===== config.mk =====
export PLATFORM = sky130hd
export DESIGN_NAME = acs_front
export DESIGN_NICKNAME = d
export VERILOG_FILES = /design/src/acs_pkg.sv /design/src/acs_front.sv
export SDC_FILE = /design/constraint.sdc
export NUM_CORES = 1
export LEC_CHECK = 0
export ABC_AREA = 1
export BUFFER_PORTS_ARGS = -buffer_cell sky130_fd_sc_hd__buf_4
export CAP_MARGIN = 15
export CORE_ASPECT_RATIO = 0.7
export CORE_MARGIN = 3
export CORE_UTILIZATION = 47
export DETAILED_ROUTE_END_ITERATION = 8
export PLACE_DENSITY_LB_ADDON = 0.1
export SLEW_MARGIN = 20
export SYNTH_ARGS = -nofsm -noshare
export SYNTH_HDL_FRONTEND = slang
export SYNTH_SLANG_ARGS = --single-unit

===== constraint.sdc =====
create_clock -name i_clk -period 8.7 [get_ports i_clk]
set_clock_uncertainty 0.1 [all_clocks]
set_input_delay 1.305 -clock i_clk [delete_from_list [all_inputs] [get_ports i_clk]]
set_output_delay 1.305 -clock i_clk [all_outputs]
set_load 0.03 [all_outputs]

===== src/acs_pkg.sv =====
// package: widths, constants and types of the attitude command saturator
`timescale 1ns / 1ps
`default_nettype none
package acs_pkg;
    localparam int SAMPLE_WIDTH  = 16;
    localparam int FRACTION_BITS = 14;
    localparam int W   = SAMPLE_WIDTH;
    localparam int TW  = SAMPLE_WIDTH - 1;  // thrust and scale factor width
    localparam int SW  = SAMPLE_WIDTH + 1;  // sum of three magnitudes
    localparam int QW  = SAMPLE_WIDTH;      // quotient bits, one per divider stage
    localparam int PW  = W + TW;            // product width
    localparam int IW  = 2;                 // register index width
    localparam logic [TW-1:0] ONE = TW'(1) << FRACTION_BITS;

    localparam logic [IW-1:0] REG_YAW_LIMIT    = IW'(0);
    localparam logic [IW-1:0] REG_THRUST_LIMIT = IW'(1);

    // one torque component entering a scaling lane
    typedef struct packed {
        logic          valid;
        logic          do_scale;
        logic          neg;
        logic [W-1:0]  mag;
        logic [TW-1:0] k;
        logic [SW-1:0] sum;
    } t_lane_in;
endpackage
`default_nettype wire


===== src/acs_front.sv =====
// front stage: yaw and thrust clamps, magnitudes, sum and torque budget
`timescale 1ns / 1ps
`default_nettype none
module acs_front (
    input  wire logic                         i_clk,
    input  wire logic                         i_rst_n,
    input  wire logic                         i_en,
    input  wire logic                         i_valid,
    input  wire logic signed [acs_pkg::W-1:0] i_roll,
    input  wire logic signed [acs_pkg::W-1:0] i_pitch,
    input  wire logic signed [acs_pkg::W-1:0] i_yaw,
    input  wire logic signed [acs_pkg::W-1:0] i_thrust,
    input  wire logic signed [acs_pkg::W-1:0] i_yaw_limit,
    input  wire logic [acs_pkg::TW-1:0]       i_thrust_limit,
    output acs_pkg::t_lane_in                 o_lane [3],
    output logic [acs_pkg::TW-1:0]            o_thr
);
    localparam int W  = acs_pkg::W;
    localparam int TW = acs_pkg::TW;
    localparam int SW = acs_pkg::SW;

    logic signed [W:0]   yl, t2;
    logic [TW-1:0]       lim, thr, budget;
    logic signed [W-1:0] t [3];
    logic [W-1:0]        m [3];
    logic [SW-1:0]       sum;
    logic                do_scale;

    acs_pkg::t_lane_in   r_lane [3];
    logic [TW-1:0]       r_thr;

    always_comb begin
        yl = (W+1)'(i_yaw_limit);
        t2 = (W+1)'(i_yaw);
        if (!yl[W]) begin
            if (t2 > yl) t2 = yl;
            if (-t2 > yl) t2 = -yl;
        end
        lim = (i_thrust_limit > acs_pkg::ONE) ? acs_pkg::ONE : i_thrust_limit;
        if (i_thrust[W-1]) thr = '0;
        else if (i_thrust[W-2:0] > lim) thr = lim;
        else thr = i_thrust[W-2:0];
        budget = acs_pkg::ONE - thr;
        t[0] = i_roll;
        t[1] = i_pitch;
        t[2] = t2[W-1:0];
        for (int j = 0; j < 3; j++) begin
            m[j] = t[j][W-1] ? W'(-t[j]) : W'(t[j]);
        end
        sum = SW'(m[0]) + SW'(m[1]) + SW'(m[2]);
        do_scale = sum > SW'(budget);
    end

    always_ff @(posedge i_clk) begin
        if (i_en) begin
            for (int j = 0; j < 3; j++) begin
                r_lane[j].do_scale <= do_scale;
                r_lane[j].neg      <= t[j][W-1];
                r_lane[j].mag      <= m[j];
                r_lane[j].k        <= budget;
                r_lane[j].sum      <= sum;
            end
            r_thr <= thr;
        end
        for (int j = 0; j < 3; j++) begin
            if (!i_rst_n) r_lane[j].valid <= 1'b0;
            else if (i_en) r_lane[j].valid <= i_valid;
        end
    end

    assign o_lane = r_lane;
    assign o_thr  = r_thr;
endmodule
`default_nettype wire


==> impl_metrics.ini <==
[logic_synthesis]
yosysTopAreaCell = edfxtp_1
ys_async_sr_fraction_pct = 0
ys.flop_type = edfxtp_1
netlist_top_cells_count = 254 x nand2_1, 236 x inv_1, 98 x edfxtp_1
synth_edf_count = 98
synthCells = 1240
netlist-cell-type-count = 50
synth_top_area_share_pct = 30.47
ys_ff_latch = 99
synth.yosys.warnings = 0
syn_area_sq_mm = 0.009657
ys_seq_area_share_pct = 30.68
synth_fp_nets = 1439
syn_avg_cell_area_sq_um = 7.788
synth_top_cells_by_area = edfxtp_1 30%, ha_1 11%, nand2_1 9.9%
yosysMostFrequentCell = nand2_1

[cells_and_area]
fin_util_pct = 72.64
seq_area_sq_mm = 0.002963
fillers = 1507
layout.nets = 1874
antenna_cells = 0
syn_to_final_growth_pct = 50.14
drive_gt1_share_pct = 44.70
layout.cells.non_filler = 1950
multi_input_area_sq_mm = 0.005923

[setup_path]
cp_max_fo = 8
crit_slowest_cell = fa_1
path_buf_inv = 9
required_ps = 8690
crit_type = input pin to flip-flop
crit_cells = 57
path_common_cell = nand2_2
cp.arrival_ps = 8910
path_delay_family = simple AND/OR/NAND/NOR gates
end_kind = flip-flop
rr_worst_depth = 2
startpoint_type = input pin
max_stage_delay_ps = 480

[grt]
grt_pass1_vias = 8756
antenna_found_initial = 0
grt_remaining_overflow = 0
grtUsageTotal_pct = 27.22
grt_pass1_wl_um = 47270
grt_max_degree = 52

[floorplan]
ios = 267
die_x_um = 177.3
start_util_pct = 48.38
core_sq_mm = 0.01996
num_rows = 43
die_h_um = 125.9
die_area_sq_mm = 0.02233

[routing]
dr_total_vias = 9820
dr.pass1.iters = 6
drt-initial-drc-count = 902
vias_per_cell = 5.036
routed_wl_um = 32360
routedWlPerCell_um = 16.60
drtAntennaViolNets = 0
drc = 0

[clock_tree]
htreeDepth = 3
clock_path_buffers = 2
cts_tree = yes
clk_pin_slew_worst_paths_ps = 80
cts_buffers = 9
numClockSinks = 99
clock_latency_ps = 350
cts_root_buffer = clkbuf_16

[status]
status = complete, but fails checks
violations = negative setup slack

[min_path]
hold_class = flip-flop to flip-flop
hold_path_depth = 2

[placement]
place_ws_ps = -934.7
place_congestion = 0.9976
numPortBuffers = 266
dp_hpwl_um = 24900
dp_cells = 1873

[sta]
worst_pin_slew_ps = 677.8
period_minus_slack_ps = 8919
rsz0062_at_grt = yes
hold_viol = 0
fin_ws_ps = -218.8
setup_viol = 1
slew_viol_final = 0
relSlewSlack_pct = 54.81
fmax_ghz = 0.1121
whs_ps = 476.2
timing.final.crit_share_pct = 102.5

[power]
ir_drop_mv = 0.2537
leakagePower_uw = 0.007467
power_density_mw_per_mm2 = 274.5

[flow_run]
max-cap-violations = 0
-- per-layer routing --
layer	share of wire, %	vias to the layer above	GRT usage, %
li1	-	4778	-
met1	48	4474	44.71
met2	39	537	36.35
met3	11	31	6.510
met4	1.0	0	3.738
met5	0	-	0
-- state kept, by name (all words and copies together), names as in the netlist --
| register | cells |
|---|---|
| o_lane | 85 |
| o_thr | 14 |
-- cells by family (layout without fill, tap and decap cells) --
| group | count (synthesis) | in the layout | synth area share (%) |
|---|---|---|---|
| compound gates | 106 | 106 | 6.556 |
| xor+xnor | 78 | 78 | 7.152 |
| simple gates | 513 | 513 | 24.71 |
| fa+ha+maj | 100 | 100 | 14.28 |
| flops | 99 | 99 | 30.68 |
| buf+inv | 344 | 784 | 16.62 |
-- path summary, 6_finish.rpt --
check        slack (ps)    endpoint       startpoint
max                -220  o_lane[49]  i_yaw_limit[12]
min                 480  o_lane[50]       o_lane[50]
max reg2reg        7920  o_lane[50]       o_lane[50]
min reg2reg         480  o_lane[50]       o_lane[50]
-- layout by cell type, fill, tap and decap left out, types with 3 or more instances in the layout --
master / instances
nand3_1: 75
o31ai_1: 3
edfxtp_1: 98
nand3_2: 11
inv_1: 210
xor2_2: 5
a21o_1: 4
nand2_1: 219
o21ai_1: 8
xnor2_1: 12
o21ai_4: 4
nor3_1: 12
fa_1: 16
and2_1: 5
o21a_1: 5
buf_4: 486
xor2_1: 59
a21oi_2: 13
inv_2: 32
inv_6: 3
o21ai_2: 12
nand2_4: 12
buf_6: 23
clkbuf_16: 9
ha_4: 21
nor4_1: 8
nand3_4: 5
inv_4: 11
o211ai_1: 3
a21oi_1: 21
a21oi_4: 3
ha_1: 60
nand2_2: 43
nor2_4: 13
nand4_1: 34
or2_2: 4
nor2_2: 15
o21ai_0: 20
nor2_1: 48
-- cell type report --
type | count | share of cell area [%]
Inverter | 256 | 6.852
Timing Repair Buffer | 512 | 27.30
Clock inverter | 7 | 0.6817
Clock buffer | 9 | 1.553
Sequential cell | 99 | 20.43
Tap cell | 270 | 2.330
Multi-Input combinational cell | 797 | 40.85
-- worst register-to-register path, stage by stage, from the launching register on --
cell	delay, ps
dfxtp_1	340
o21ai_0	160
a21oi_1	60
-- power by group --
| group | leakage [uW] | switching, uW | internal, uW |
|---|---|---|---|
| Clock | 0.000162 | 196 | 256 |
| Sequential | 0.000965 | 66.2 | 674 |
| Combinational | 0.00634 | 1520 | 1260 |
| Total | 0.00747 | 1790 | 2190 |
-- timing repair --
item,4_1_cts,5_1_grt
setup endpoints to repair,2,4
buffers inserted,47,19
pin swaps,59,80
gates resized for setup,75,137
hold buffers,0,0
-- stage by stage --
step	power, uW	TNS, ps	cell area (sq um)
2_1_floorplan	2193	0	9762
5_1_grt	4234	-906.2	14500
4_1_cts	3790	0	13850
6_report	3979	-218.8	14500
3_3_place_gp	3059	-932.4	12820
3_5_place_dp	3073	-1812	12820
(Power assumes the default switching activity.)
