$ cat src/acs_pkg.sv
// package: widths, constants and types of the attitude command saturator
`timescale 1ns / 1ps
`default_nettype none
package acs_pkg;
    localparam int SAMPLE_WIDTH  = 16;
    localparam int FRACTION_BITS = 14;
    localparam int W   = SAMPLE_WIDTH;
    localparam int TW  = SAMPLE_WIDTH - 1;  // thrust and scale factor width
    localparam int SW  = SAMPLE_WIDTH + 1;  // sum of three magnitudes
    localparam int QW  = SAMPLE_WIDTH;      // quotient bits, one per divider stage
    localparam int PW  = W + TW;            // product width
    localparam int IW  = 2;                 // register index width
    localparam logic [TW-1:0] ONE = TW'(1) << FRACTION_BITS;

    localparam logic [IW-1:0] REG_YAW_LIMIT    = IW'(0);
    localparam logic [IW-1:0] REG_THRUST_LIMIT = IW'(1);

    // one torque component entering a scaling lane
    typedef struct packed {
        logic          valid;
        logic          do_scale;
        logic          neg;
        logic [W-1:0]  mag;
        logic [TW-1:0] k;
        logic [SW-1:0] sum;
    } t_lane_in;
endpackage
`default_nettype wire

$ cat src/acs_scale_lane.sv
// scaling lane: |c| * k / sum with a restoring divider, one quotient bit per stage
`timescale 1ns / 1ps
`default_nettype none
module acs_scale_lane (
    input  wire logic                   i_clk,
    input  wire logic                   i_rst_n,
    input  wire logic                   i_en,
    input  wire acs_pkg::t_lane_in      i_lane,
    output logic                        o_valid,
    output logic signed [acs_pkg::W-1:0] o_val
);
    localparam int W  = acs_pkg::W;
    localparam int SW = acs_pkg::SW;
    localparam int QW = acs_pkg::QW;
    localparam int PW = acs_pkg::PW;

    logic [PW-1:0] prod;
    logic [SW-1:0] r_rem  [QW+1];
    logic [QW-1:0] r_low  [QW+1];
    logic [QW-1:0] r_q    [QW+1];
    logic [SW-1:0] r_div  [QW+1];
    logic [W-1:0]  r_mag  [QW+1];
    logic          r_neg  [QW+1];
    logic          r_do   [QW+1];
    logic          r_vld  [QW+1];

    logic [SW:0]   trial [QW];
    logic          qbit  [QW];
    logic [SW-1:0] n_rem [QW];
    logic [W-1:0]  mag_q;

    assign prod = PW'(i_lane.mag) * PW'(i_lane.k);

    always_comb begin
        for (int i = 0; i < QW; i++) begin
            trial[i] = {r_rem[i], r_low[i][QW-1]};
            qbit[i]  = trial[i] >= (SW+1)'(r_div[i]);
            n_rem[i] = qbit[i] ? SW'(trial[i] - (SW+1)'(r_div[i])) : SW'(trial[i]);
        end
    end

    always_ff @(posedge i_clk) begin
        if (i_en) begin
            // quotient fits in QW bits, so the top of the product starts below the divisor
            r_rem[0] <= SW'(prod[PW-1:QW]);
            r_low[0] <= prod[QW-1:0];
            r_q[0]   <= '0;
            r_div[0] <= i_lane.sum;
            r_mag[0] <= i_lane.mag;
            r_neg[0] <= i_lane.neg;
            r_do[0]  <= i_lane.do_scale;
            for (int i = 0; i < QW; i++) begin
                r_rem[i+1] <= n_rem[i];
                r_low[i+1] <= {r_low[i][QW-2:0], 1'b0};
                r_q[i+1]   <= {r_q[i][QW-2:0], qbit[i]};
                r_div[i+1] <= r_div[i];
                r_mag[i+1] <= r_mag[i];
                r_neg[i+1] <= r_neg[i];
                r_do[i+1]  <= r_do[i];
            end
        end
        if (!i_rst_n) begin
            for (int i = 0; i <= QW; i++) r_vld[i] <= 1'b0;
        end else if (i_en) begin
            r_vld[0] <= i_lane.valid;
            for (int i = 0; i < QW; i++) r_vld[i+1] <= r_vld[i];
        end
    end

    assign mag_q   = r_do[QW] ? W'(r_q[QW]) : r_mag[QW];
    assign o_val   = r_neg[QW] ? W'(-mag_q) : mag_q;
    assign o_valid = r_vld[QW];
endmodule
`default_nettype wire

$ cat config.mk
export PLATFORM = sky130hd
export DESIGN_NAME = acs_scale_lane
export DESIGN_NICKNAME = d
export VERILOG_FILES = /design/src/acs_pkg.sv /design/src/acs_scale_lane.sv
export SDC_FILE = /design/constraint.sdc
export NUM_CORES = 2
export LEC_CHECK = 0
export ABC_CLOCK_PERIOD_IN_PS = 6600
export BUFFER_PORTS_ARGS = -buffer_cell sky130_fd_sc_hd__buf_2
export CAP_MARGIN = 40
export CORE_ASPECT_RATIO = 0.7
export CORE_UTILIZATION = 40
export DETAILED_ROUTE_END_ITERATION = 8
export SLEW_MARGIN = 20
export SYNTH_ARGS = -nofsm -noshare
export SYNTH_HDL_FRONTEND = slang
export SYNTH_SLANG_ARGS = --single-unit
$ cat constraint.sdc
create_clock -name i_clk -period 6.6 [get_ports i_clk]
set_input_delay 1.32 -clock i_clk [delete_from_list [all_inputs] [get_ports i_clk]]
set_output_delay 1.32 -clock i_clk [all_outputs]
set_load 0.02 [all_outputs]
==> metrics.cfg <==
[synth]
synth_edf_count = 1137
syn-instance-count = 4425
synth_nets = 5041
number_of_synthesis_warnings = 0
synth_ff_type = sky130_fd_sc_hd__edfxtp_1
synthTopCellsByArea = sky130_fd_sc_hd__edfxtp_1 (59%), sky130_fd_sc_hd__ha_1 (7.9%), sky130_fd_sc_hd__fa_1 (6.7%)
synth_sequential_area_ratio = 0.588
ys_seq_elements = 1137
synth_commonest_cells = sky130_fd_sc_hd__edfxtp_1 (1137), sky130_fd_sc_hd__inv_1 (542), sky130_fd_sc_hd__ha_1 (367)
async_flop_share = 0
yosysUniqueCellTypes = 73
netlist.top_cell.by_area = sky130_fd_sc_hd__edfxtp_1
synth_most_common_cell = sky130_fd_sc_hd__edfxtp_1
mappedNetlistArea_mm2 = 0.0581
avgSynthCellArea_um2 = 13.1
synth.top_cell.area_share = 0.588

[setup_path]
worstSetupStartpointType = primary input
cp_dominant_cell_by_count = sky130_fd_sc_hd__fa_1
critical_path.max_stage_delay_ps = 550
critical_path.n_buffers_inverters = 6
rr_startpoint = r_low[0][223]
regToRegSetupSlack_ps = 2450
crit_slowest_cell = sky130_fd_sc_hd__fa_1
endpoint_kind = flop
critPathArrivalTime_ps = 6920
worstPathCellList = buf_2 -> buf_4 -> and2_1 -> fa_1 -> inv_1 -> fa_1 -> inv_1 -> fa_1 -> fa_2 -> fa_1 -> inv_1 -> fa_1 -> inv_1 -> ha_4 -> a21o_1 -> a21oi_1 -> o31ai_2 -> o2111ai_2 -> nand4_1 -> a41oi_2 -> o21bai_1 -> a21oi_1 -> xnor2_1
r2r-end = r_rem[0][249]
path_max_fanout = 7
worstRegToRegCells = 13
critPathRequiredTime_ps = 7060
critical_path_class = in2reg
worst_path_dominant_cell_family = adder cells

[power]
totalPowerFinal_mw = 31.9
leakage_nw = 26.6
vdd_drop_max_mv = 0.508
cellPowerDensity_mw_per_mm2 = 487

[sta]
timing.final.setup_violations = 0
timing_max_transition_violations_final = 0
worst-slew-pin-transition_ps = 898
finalHoldViolations = 0
worst_slack_on_hold_paths_ps = 389
max_freq_ghz = 0.155
max-slew-margin-rel = 0.402
grt_setup_unrepaired = yes
period_share = 0.980
finalWorstSetupSlack_ps = 135
finalClockSkew_ps = 30.7
min_period_ps = 6470
totalNegativeSetupSlack_ps = 0

[final_layout]
total_number_of_nets_in_the_final_design = 5269
areaGrowthSynthToFinish_pct = 12.8
n_antenna_cell = 0
final_cell_area_mm2 = 0.0656
layout-drive-gt1-share = 0.113

[global_route]
antenna_found_initial = 4
number_of_global_route_vias_before_repair = 31961
grt_max_degree = 154
grt-ovfl-total = 0
grt_pass1_wl_um = 172000
globalRouteTotalUtil = 0.145

[floorplan]
floorplan.die_area_mm2 = 0.147
effective_utilization_at_floorplan = 0.405
core-area_mm2 = 0.144
die_y_um = 321
die_w_um = 458
row_count = 116
io_pins = 71

[placement]
place_area_mm2 = 0.0617
dp_worst_setup_slack_ps = -655
port_buffers = 70
gp_congestion = 0.840
dp.final_hpwl_um = 77100

[min_path]
hold-path-cell-count = 0
hold-path-endpoint = r_low[0][120]
hp-class = reg2reg
hold_start = r_low[0][103]

[detailed_routing]
wl_per_cell_um = 16.0
firstDrtPassIters = 5
detail_route.vias_per_cell = 4.95
route.antenna.remaining_nets = 0
first_iter_violations = 2328
drc = 0
num_vias = 32859
totalWireLength_um = 106000

[status]
outcome = finished clean

[cts]
cts.clk_slew.worst_paths_ps = 70
clockRootBuffer = sky130_fd_sc_hd__clkbuf_16
cts_inserted_buffers = 111
cts-root-to-sink-buffers = 3
hold_buffers = 0
insertion_delay_ps = 730
cts_tree = done
cts_htree_levels = 3
sinks_on_clock_net = 1137

[flow_run]
cap_violations = 0

[layout by cell type, fill, tap and decap left out, drive strengths merged, types with 8 or more instances in the layout]
cell type / n
o311ai: 8
nor4: 9
nand2b: 33
mux2i: 32
a21oi: 245
clkbuf: 125
a21boi: 13
inv: 548
and2: 149
o21bai: 21
edfxtp: 1137
fa: 195
buf: 196
xor2: 90
nor2b: 48
o41ai: 11
o21ai: 169
nand2: 264
nor3: 61
a31oi: 23
or3: 17
a31o: 11
bufinv: 16
o211ai: 9
clkinv: 56
o31a: 15
nor2: 238
nand3: 54
o31ai: 16
mux2: 108
a21o: 97
ha: 367
a211oi: 27
nand4: 33
o21a: 53
a211o: 13
and3: 38
xnor2: 140
[cell type report]
cell class / instances / area [um^2]
clock buffers: 124 / 2870
clock inverters: 84 / 895
fillers: 12873 / 78000
inverters: 542 / 2030
multi-input cells: 2663 / 21800
flip-flops and latches: 1137 / 34100
well taps: 1888 / 2360
repair buffers: 198 / 1470
[how the worst max path moves through the flow]
stage | start | endpoint | slack [ps] | cells past startpoint
after floorplan | i_lane[38] | r_rem[0][14] | -180 | 24
after global placement | i_lane[19] | r_rem[0][14] | -650 | 24
after detailed placement | i_lane[37] | r_rem[0][11] | -660 | 25
after CTS | i_lane[22] | r_rem[0][11] | 130 | 24
after global routing | i_lane[22] | r_rem[0][11] | -80 | 22
final | i_lane[42] | r_rem[0][11] | 130 | 23
[registers in the layout, summed over array words and instances, names as in the netlist]
signal  count
r_mag     272
r_do       17
r_neg      17
r_rem     270
r_q       136
r_div     272
r_low     136
r_vld      17
[per-stage QoR]
stage | util | cells
final | 0.457 | 6636
after global routing | 0.457 | 6636
after CTS | 0.456 | 6632
after detailed placement | 0.430 | 6424
after global placement | 0.429 | 6420
after floorplan | - | 4425
[routing by layer]
metal	share of wire	track usage
met3	0.049	0.0269
met2	0.41	0.204
met1	0.53	0.225
met4	0.019	0.0370
met5	0	0
[repair_timing]
item                       CTS  global route
hold endpoints to repair     0             0
setup buffers                0             2
setup endpoints to repair    0             5
gates resized for setup      0            12
[power by group]
group | total [mW] | leakage (nW) | switching, mW | internal, mW
sequential | 10.9 | 11.1 | 0.691 | 10.2
combinational | 14.6 | 13.6 | 7.83 | 6.73
clock | 6.50 | 1.85 | 2.74 | 3.77
total | 31.9 | 26.6 | 11.3 | 20.7
[kinds of logic after synthesis]
family                   after synthesis  share of synthesized area
XOR/XNOR                             230                     0.0347
adder cells (fa/ha/maj)              562                      0.146
AO/OA/AOI/OAI                        769                     0.0843
AND/OR/NAND/NOR                      962                     0.0801
multiplexers                         140                     0.0264
buffers and inverters                625                     0.0407
flip-flops                          1137                      0.588
Power figures use the tool's default switching activity.
